<file path="src/rtl/core/psg_pkg.sv">
// Package for the pulse sequence generator: sizes, command codes and the
// transaction and internal struct types. No dependencies.
`default_nettype none

package psg_pkg;

    localparam int SEQ_DEPTH = 64;
    localparam int DUR_W     = 32;
    localparam int IDX_W     = $clog2(SEQ_DEPTH);
    localparam int CFG_LEN_W = 7;
    localparam int POS_W     = CFG_LEN_W;

    typedef enum logic [1:0] {
        CMD_TICK  = 2'd0,
        CMD_START = 2'd1,
        CMD_STOP  = 2'd2,
        CMD_LOAD  = 2'd3
    } t_cmd;

    typedef logic [DUR_W-1:0]     t_dur;
    typedef logic [IDX_W-1:0]     t_idx;
    typedef logic [POS_W-1:0]     t_pos;
    typedef logic [CFG_LEN_W-1:0] t_len;

    typedef struct packed {
        logic [1:0]  cmd;
        logic [5:0]  entry_index;
        logic        entry_level;
        logic [31:0] entry_duration;
        logic        loop_enable;
    } t_in_item;

    typedef struct packed {
        logic pin_level;
        logic running;
        logic entry_started;
        logic start_rejected;
    } t_out_item;

    typedef struct packed {
        logic level;
        t_dur dur;
    } t_entry;

    typedef struct packed {
        logic   en;
        t_idx   idx;
        t_entry data;
    } t_tbl_wr;

    typedef struct packed {
        logic running;
        logic ticks_zero;
    } t_eng_status;

endpackage

`default_nettype wire

</file>
<file path="src/rtl/core/pulse_sequence_generator_unit.sv">
// Top level of the pulse sequence generator: input register, playback engine,
// entry table and result register. Depends on psg_pkg, psg_table, psg_engine.
`default_nettype none

// Pulse sequence generator. Plays a 64-entry table of (pin level, duration)
// pairs on one pin, counting one microsecond per tick transaction. Commands:
// tick, start (from entry 0, loop flag taken from loop_enable), stop (pin low),
// load entry (writes one slot, stops playback). Every input transaction gives
// exactly one result transaction with the pin level and status after it.
// Throughput is one transaction per clock while the output side does not
// stall. An accepted transaction sits in the input register while the engine
// computes its result, which is captured in the result register as the
// transaction advances; an output stall holds it in the input register. The
// table read registers the entry at the current play position, addressed
// from the next position, so consecutive entry changes on back-to-back ticks
// need no stall; entry 0 is held in a separate register for start and wrap.
// The result register stays full while the output side stalls and the input
// register keeps taking transactions until both are occupied.
// sequence_length (0..127, values above 64 act as 64) is written through
// i_cfg_we/i_cfg_data; write it only while no transaction is in flight.
// A zero-length start is refused and flagged in start_rejected. Table slots
// hold no reset value; entries must be loaded before they are played.

module pulse_sequence_generator_unit (
    input  wire logic                i_clk,
    input  wire logic                i_rst_n,
    input  wire logic                i_in_valid,
    output logic                     o_in_ready,
    input  wire psg_pkg::t_in_item   i_in,
    output logic                     o_out_valid,
    input  wire logic                i_out_ready,
    output psg_pkg::t_out_item       o_out,
    input  wire logic                i_cfg_we,
    input  wire logic [6:0]          i_cfg_data
);
    import psg_pkg::*;

    logic        r_in_valid;
    t_in_item    r_in;
    logic        r_out_valid;
    t_out_item   r_out;
    t_len        r_seq_len;

    logic        adv;
    t_out_item   result;
    t_idx        rd_addr;
    t_tbl_wr     tbl_wr;
    t_entry      rd_data;
    t_entry      entry0;
    t_eng_status eng_status;

    // a transaction moves from the input register to the result register
    assign adv        = r_in_valid && (!r_out_valid || i_out_ready);
    assign o_in_ready = !r_in_valid || adv;

    always_ff @(posedge i_clk) begin
        if (!i_rst_n) begin
            r_in_valid  <= 1'b0;
            r_out_valid <= 1'b0;
            r_seq_len   <= '0;
        end else begin
            if (i_in_valid && o_in_ready) begin
                r_in_valid <= 1'b1;
            end else if (adv) begin
                r_in_valid <= 1'b0;
            end
            if (adv) begin
                r_out_valid <= 1'b1;
            end else if (i_out_ready) begin
                r_out_valid <= 1'b0;
            end
            if (i_cfg_we) begin
                r_seq_len <= t_len'(i_cfg_data);
            end
        end
    end

    // payload registers
    always_ff @(posedge i_clk) begin
        if (i_in_valid && o_in_ready) begin
            r_in <= i_in;
        end
        if (adv) begin
            r_out <= result;
        end
    end

    psg_engine u_engine (
        .i_clk     (i_clk),
        .i_rst_n   (i_rst_n),
        .i_fire    (adv),
        .i_item    (r_in),
        .i_seq_len (r_seq_len),
        .i_rd_data (rd_data),
        .i_entry0  (entry0),
        .o_rd_addr (rd_addr),
        .o_wr      (tbl_wr),
        .o_result  (result),
        .o_status  (eng_status)
    );

    psg_table u_table (
        .i_clk     (i_clk),
        .i_wr      (tbl_wr),
        .i_rd_addr (rd_addr),
        .o_rd_data (rd_data),
        .o_entry0  (entry0)
    );

    assign o_out_valid = r_out_valid;
    assign o_out       = r_out;

    // a stopped sequence always leaves the pin low
    a_pin_low_when_stopped: assert property (@(posedge i_clk) disable iff (!i_rst_n)
        (o_out_valid && !o_out.running) |-> !o_out.pin_level)
        else $error("pin high in a stopped result");

    // an entry only starts on a running sequence, and never with a refusal
    a_started_running: assert property (@(posedge i_clk) disable iff (!i_rst_n)
        (o_out_valid && o_out.entry_started) |-> (o_out.running && !o_out.start_rejected))
        else $error("entry started without running or with refusal");

    // while playing, the countdown never rests at zero
    a_ticks_nonzero: assert property (@(posedge i_clk) disable iff (!i_rst_n)
        eng_status.running |-> !eng_status.ticks_zero)
        else $error("countdown at zero while running");

endmodule

`default_nettype wire

</file>
<file path="src/rtl/core/psg_table.sv">
// Entry table: one write port, one registered read port, plus a register copy
// of entry 0 for wrap and start. Depends on psg_pkg.
`default_nettype none

module psg_table (
    input  wire logic            i_clk,
    input  wire psg_pkg::t_tbl_wr i_wr,
    input  wire psg_pkg::t_idx   i_rd_addr,
    output psg_pkg::t_entry      o_rd_data,
    output psg_pkg::t_entry      o_entry0
);
    import psg_pkg::*;

    t_entry r_mem [SEQ_DEPTH];
    t_entry r_rd;
    t_entry r_ent0;

    always_ff @(posedge i_clk) begin
        if (i_wr.en) begin
            r_mem[i_wr.idx] <= i_wr.data;
        end
        // write-first on an address collision
        if (i_wr.en && (i_wr.idx == i_rd_addr)) begin
            r_rd <= i_wr.data;
        end else begin
            r_rd <= r_mem[i_rd_addr];
        end
        if (i_wr.en && (i_wr.idx == '0)) begin
            r_ent0 <= i_wr.data;
        end
    end

    assign o_rd_data = r_rd;
    assign o_entry0  = r_ent0;

endmodule

`default_nettype wire

</file>
<file path="src/rtl/core/psg_engine.sv">
// Playback state and per-transaction update: countdown, entry advance, start,
// stop and table load. Depends on psg_pkg.
`default_nettype none

module psg_engine (
    input  wire logic               i_clk,
    input  wire logic               i_rst_n,
    input  wire logic               i_fire,
    input  wire psg_pkg::t_in_item  i_item,
    input  wire psg_pkg::t_len      i_seq_len,
    input  wire psg_pkg::t_entry    i_rd_data,
    input  wire psg_pkg::t_entry    i_entry0,
    output psg_pkg::t_idx           o_rd_addr,
    output psg_pkg::t_tbl_wr        o_wr,
    output psg_pkg::t_out_item      o_result,
    output psg_pkg::t_eng_status    o_status
);
    import psg_pkg::*;

    t_pos   r_pos,   n_pos;
    t_dur   r_ticks, n_ticks;
    logic   r_run,   n_run;
    logic   r_loop,  n_loop;
    logic   r_pin,   n_pin;

    t_len   len_eff;
    logic   wrap;
    t_entry ent_sel;
    t_dur   ent_sel_ticks;
    t_dur   ent0_ticks;
    t_dur   tick_dec;
    t_cmd   cmd;
    logic   started;
    logic   rejected;

    assign cmd     = t_cmd'(i_item.cmd);
    assign len_eff = (i_seq_len > t_len'(SEQ_DEPTH)) ? t_len'(SEQ_DEPTH) : i_seq_len;
    assign wrap    = (r_pos >= t_pos'(len_eff));
    assign ent_sel = wrap ? i_entry0 : i_rd_data;

    // zero duration plays as one tick
    assign ent_sel_ticks = (ent_sel.dur == '0) ? t_dur'(1) : ent_sel.dur;
    assign ent0_ticks    = (i_entry0.dur == '0) ? t_dur'(1) : i_entry0.dur;
    assign tick_dec      = (r_ticks != '0) ? (r_ticks - t_dur'(1)) : r_ticks;

    always_comb begin
        n_pos    = r_pos;
        n_ticks  = r_ticks;
        n_run    = r_run;
        n_loop   = r_loop;
        n_pin    = r_pin;
        started  = 1'b0;
        rejected = 1'b0;
        o_wr     = '0;
        if (i_fire) begin
            unique case (cmd)
                CMD_TICK: begin
                    if (r_run) begin
                        n_ticks = tick_dec;
                        if (tick_dec == '0) begin
                            if (wrap && !r_loop) begin
                                n_run = 1'b0;
                                n_pin = 1'b0;
                            end else begin
                                n_pin   = ent_sel.level;
                                n_ticks = ent_sel_ticks;
                                n_pos   = wrap ? t_pos'(1) : (r_pos + t_pos'(1));
                                started = 1'b1;
                            end
                        end
                    end
                end
                CMD_START: begin
                    if (len_eff == '0) begin
                        rejected = 1'b1;
                    end else begin
                        n_loop  = i_item.loop_enable;
                        n_run   = 1'b1;
                        n_pin   = i_entry0.level;
                        n_ticks = ent0_ticks;
                        n_pos   = t_pos'(1);
                        started = 1'b1;
                    end
                end
                CMD_STOP: begin
                    n_run = 1'b0;
                    n_pin = 1'b0;
                end
                CMD_LOAD: begin
                    n_run           = 1'b0;
                    n_pin           = 1'b0;
                    n_pos           = '0;
                    o_wr.en         = 1'b1;
                    o_wr.idx        = t_idx'(i_item.entry_index);
                    o_wr.data.level = i_item.entry_level;
                    o_wr.data.dur   = i_item.entry_duration[DUR_W-1:0];
                end
                default: begin
                end
            endcase
        end
    end

    always_ff @(posedge i_clk) begin
        if (!i_rst_n) begin
            r_pos   <= '0;
            r_ticks <= '0;
            r_run   <= 1'b0;
            r_loop  <= 1'b0;
            r_pin   <= 1'b0;
        end else begin
            r_pos   <= n_pos;
            r_ticks <= n_ticks;
            r_run   <= n_run;
            r_loop  <= n_loop;
            r_pin   <= n_pin;
        end
    end

    // prefetch the entry at the next position; a position equal to the depth
    // always wraps and uses the entry 0 copy instead
    assign o_rd_addr = n_pos[IDX_W-1:0];

    assign o_result.pin_level      = n_pin;
    assign o_result.running        = n_run;
    assign o_result.entry_started  = started;
    assign o_result.start_rejected = rejected;

    assign o_status.running    = r_run;
    assign o_status.ticks_zero = (r_ticks == '0);

endmodule

`default_nettype wire

</file>
<file path="config.mk">
export PLATFORM = sky130hd
export DESIGN_NAME = pulse_sequence_generator_unit
export DESIGN_NICKNAME = d
export VERILOG_FILES = /design/src/rtl/core/psg_pkg.sv /design/src/rtl/core/pulse_sequence_generator_unit.sv /design/src/rtl/core/psg_table.sv /design/src/rtl/core/psg_engine.sv
export SDC_FILE = /design/constraint.sdc
export NUM_CORES = 2
export LEC_CHECK = 0
export BUFFER_PORTS_ARGS = -buffer_cell sky130_fd_sc_hd__buf_2
export CAP_MARGIN = 20
export CORE_ASPECT_RATIO = 1.75
export CORE_MARGIN = 4
export CORE_UTILIZATION = 44
export DETAILED_ROUTE_END_ITERATION = 6
export PLACE_DENSITY = 0.55
export SYNTH_ARGS = -nofsm -noshare
export SYNTH_HDL_FRONTEND = slang
export SYNTH_SLANG_ARGS = --single-unit
</file>
<file path="constraint.sdc">
create_clock -name i_clk -period 7.07 [get_ports i_clk]
set_input_delay 1.0605 -clock i_clk [delete_from_list [all_inputs] [get_ports i_clk]]
set_output_delay 1.0605 -clock i_clk [all_outputs]
set_load 0.05 [all_outputs]
</file>
==> results.sh <==
export IMPL_placed_area_um2=91900
export IMPL_hold_path_depth=1
export IMPL_grt_pass1_wl_um=368000
export IMPL_critPathKind="flip-flop to flip-flop"
export IMPL_clkTransAtPathRegs_ps=70
export IMPL_setup_viol=0
export IMPL_grtUsageTotal=0.258
export IMPL_drv_cap=0
export IMPL_die_w_um=344
export IMPL_clk_path_buf_depth=4
export IMPL_vias=45064
export IMPL_initial_utilization=0.443
export IMPL_overflow=0
export IMPL_netlist_area_um2=87100
export IMPL_path_depth=10
export IMPL_drt_total_wl_um=266000
export IMPL_antenna_found_initial=18
export IMPL_clk_latency_ps=870
export IMPL_crit_buf_inv=1
export IMPL_core_um2=197000
export IMPL_rsz0062_at_grt="false"
export IMPL_grt_max_degree=84
export IMPL_async_flop_share=0
export IMPL_avgViaCountPerCell=6.21
export IMPL_first_iter_violations=5330
export IMPL_cp_data_required_time_ps=7860
export IMPL_cts_tree="built"
export IMPL_ant_nets=0
export IMPL_crit_slowest_cell="dfxtp_4"
export IMPL_min_path_type="primary input to flip-flop"
export IMPL_vdd_ir_drop_max_mv=0.225
export IMPL_tightest_slew_ps=1340
export IMPL_cts_inserted_buffers=204
export IMPL_period_minus_slack_ps=5520
export IMPL_slowest_delay_ps=870
export IMPL_fp_dieH_um=597
export IMPL_max_slew_margin=0.104
export IMPL_gp_congestion=0.962
export IMPL_io_buffer_count=59
export IMPL_cp_top_family="compound AO/OA/AOI/OAI gates"
export IMPL_first_pass_iters=5
export IMPL_synth_net_count=4312
export IMPL_htreeDepth=4
export IMPL_cp_max_fo=83
export IMPL_fillers=15733
export IMPL_cts_hold_buf=0
export IMPL_tns_ps=0
export IMPL_skew_ps=40.7
export IMPL_postLayoutCellArea_um2=98600
export IMPL_grt_pass1_vias=45529
export IMPL_pin_count=60
export IMPL_drive_gt1_frac=0.254
export IMPL_synthDistinctLibCells=84
export IMPL_outcome="finished clean"
export IMPL_cts_root_buf="clkbuf_16"
export IMPL_die_area_um2=206000
export IMPL_dp_hpwl_um=167000
export IMPL_hold_viol=0
export IMPL_drc_errors=0
export IMPL_critPathLaunchType="flip-flop"
export IMPL_yosys_warnings=0
export IMPL_rows=215
export IMPL_p_per_area_nw_per_um2=269
export IMPL_cp_data_arrival_time_ps=6310
export IMPL_yosysTopAreaCell="edfxtp_1"
export IMPL_syn_to_final_growth_pct=13.1
export IMPL_nets=4542
export IMPL_ctsResizeCount=0
export IMPL_synthTopCellsByArea="edfxtp_1 76%, mux4_2 13%, dfxtp_1 1.3%"
export IMPL_avgSynthCellArea_um2=20.5
export IMPL_rr_worst_depth=10
export IMPL_slew_violations=0
export IMPL_postCtsSetupBuffers=0
export IMPL_synth_common_cells="2191 x edfxtp_1, 489 x mux4_2, 181 x nor2_1"
export IMPL_synth_top_flop_cell="edfxtp_1"
export IMPL_crit_top_cell="o221ai_1"
export IMPL_path_cells="buf_12 -> mux4_2 -> o22ai_1 -> nor2_1 -> o221ai_1 -> o221ai_1 -> nor3_1 -> nand4_1 -> or4_1 -> a21oi_1"
export IMPL_yosysMostFrequentCell="edfxtp_1"
export IMPL_p_leak_nw=34.7
export IMPL_ys_ff_latch=2248
export IMPL_wire_per_inst_um=36.6
export IMPL_synth_top_area_share=0.755
export IMPL_synth_edf_count=2191
export IMPL_cp_end_kind="flip-flop"
export IMPL_synth_cells=4245
export IMPL_max_freq_mhz=181
export IMPL_clock_sinks=2248
export IMPL_synth_seq_area_share=0.768
export IMPL_fin_crit_sh=0.781
[stage by stage]
| stage | worst slack [ps] | std cells | power [W] | hold WS, ps | utilization |
|---|---|---|---|---|---|
| after floorplan | 1310 | 4245 | 0.0153 | 446 | - |
| after global placement | 1640 | 6863 | 0.0156 | 495 | 0.467 |
| after detailed placement | 1680 | 6869 | 0.0156 | 490 | 0.467 |
| after CTS | 1650 | 7231 | 0.0267 | 310 | 0.501 |
| after global routing | 1650 | 7243 | 0.0272 | 346 | 0.501 |
| final | 1550 | 7255 | 0.0265 | 372 | 0.501 |
[logic make-up after synthesis]
group	count (synthesis)	share of synthesized area
compound gates	545	0.0433
simple gates	589	0.0351
xor+xnor	16	0.00161
fa+ha+maj	13	0.00187
mux	576	0.136
buf+inv	258	0.0136
flops	2248	0.768
[worst paths after layout]
path	start	to	slack, ps
setup / recovery	flip-flop	u_engine.r_ticks[0]$_SDFFE_PN0P_	1550
hold / removal	i_in[13]	r_in[13]$_DFFE_PP_	370
setup reg to reg	flip-flop	u_engine.r_ticks[0]$_SDFFE_PN0P_	1550
hold reg to reg	u_table.o_entry0[7]$_DFFE_PP_	u_engine.r_ticks[7]$_SDFFE_PN0P_	510
[worst reg2reg max path, delay by kind of cell (launching register included)]
family                 cells  cell delay (ps)
DFF                        1              870
muxes                      1              800
AOI/OAI and AO/OA          4             1860
and+or+nand+nor            4             1320
buffers and inverters      1              600
[power by group]
group | leakage [nW] | total [W] | switching [W] | internal [W]
clock | 3.19 | 0.0112 | 0.00486 | 0.00631
sequential | 25.0 | 0.0145 | 0.0000376 | 0.0145
combinational | 6.49 | 0.000791 | 0.000539 | 0.000251
[layout by cell type, fill, tap and decap left out, types with 35 or more instances in the layout]
cell / instances
clkinv_1: 47
mux2i_1: 80
clkbuf_16: 209
nor2_4: 63
mux4_2: 489
nand2_1: 117
o21ai_0: 56
buf_4: 177
nor3_1: 35
nor4_1: 41
a21oi_1: 119
clkbuf_1: 39
nor2_1: 118
dfxtp_1: 53
edfxtp_1: 2191
a22oi_1: 127
buf_2: 60
[flip-flops by register name, summed over array words and instances (netlist names), 4 cells and up, named ones only]
name / cells
u_table.o_entry0: 33
r_in: 42
u_table.r_mem: 2112
u_engine.r_ticks: 32
o_out: 4
r_seq_len: 7
u_engine.r_pos: 7
[layer usage]
| layer | GRT usage | vias to the layer above | routed length [um] |
|---|---|---|---|
| met5 | 0 | - | 0 |
| met4 | 0.147 | 0 | 18100 |
| met2 | 0.453 | 1841 | 139000 |
| met1 | 0.311 | 24417 | 95100 |
| li1 | - | 18281 | - |
| met3 | 0.0274 | 525 | 13900 |
[cell type report]
cell class                      instances  area, um2  share of cell area
Sequential cell                      2248      66900               0.679
Multi-Input combinational cell       1739      19600               0.199
Clock buffer                          248       5380              0.0546
Tap cell                             2604       3260              0.0331
Timing Repair Buffer                  257       2020              0.0205
Clock inverter                        114       1180              0.0120
Inverter                               25       93.8            0.000952
Antenna cell                           20       50.0            0.000508
(Power assumes the default switching activity.)
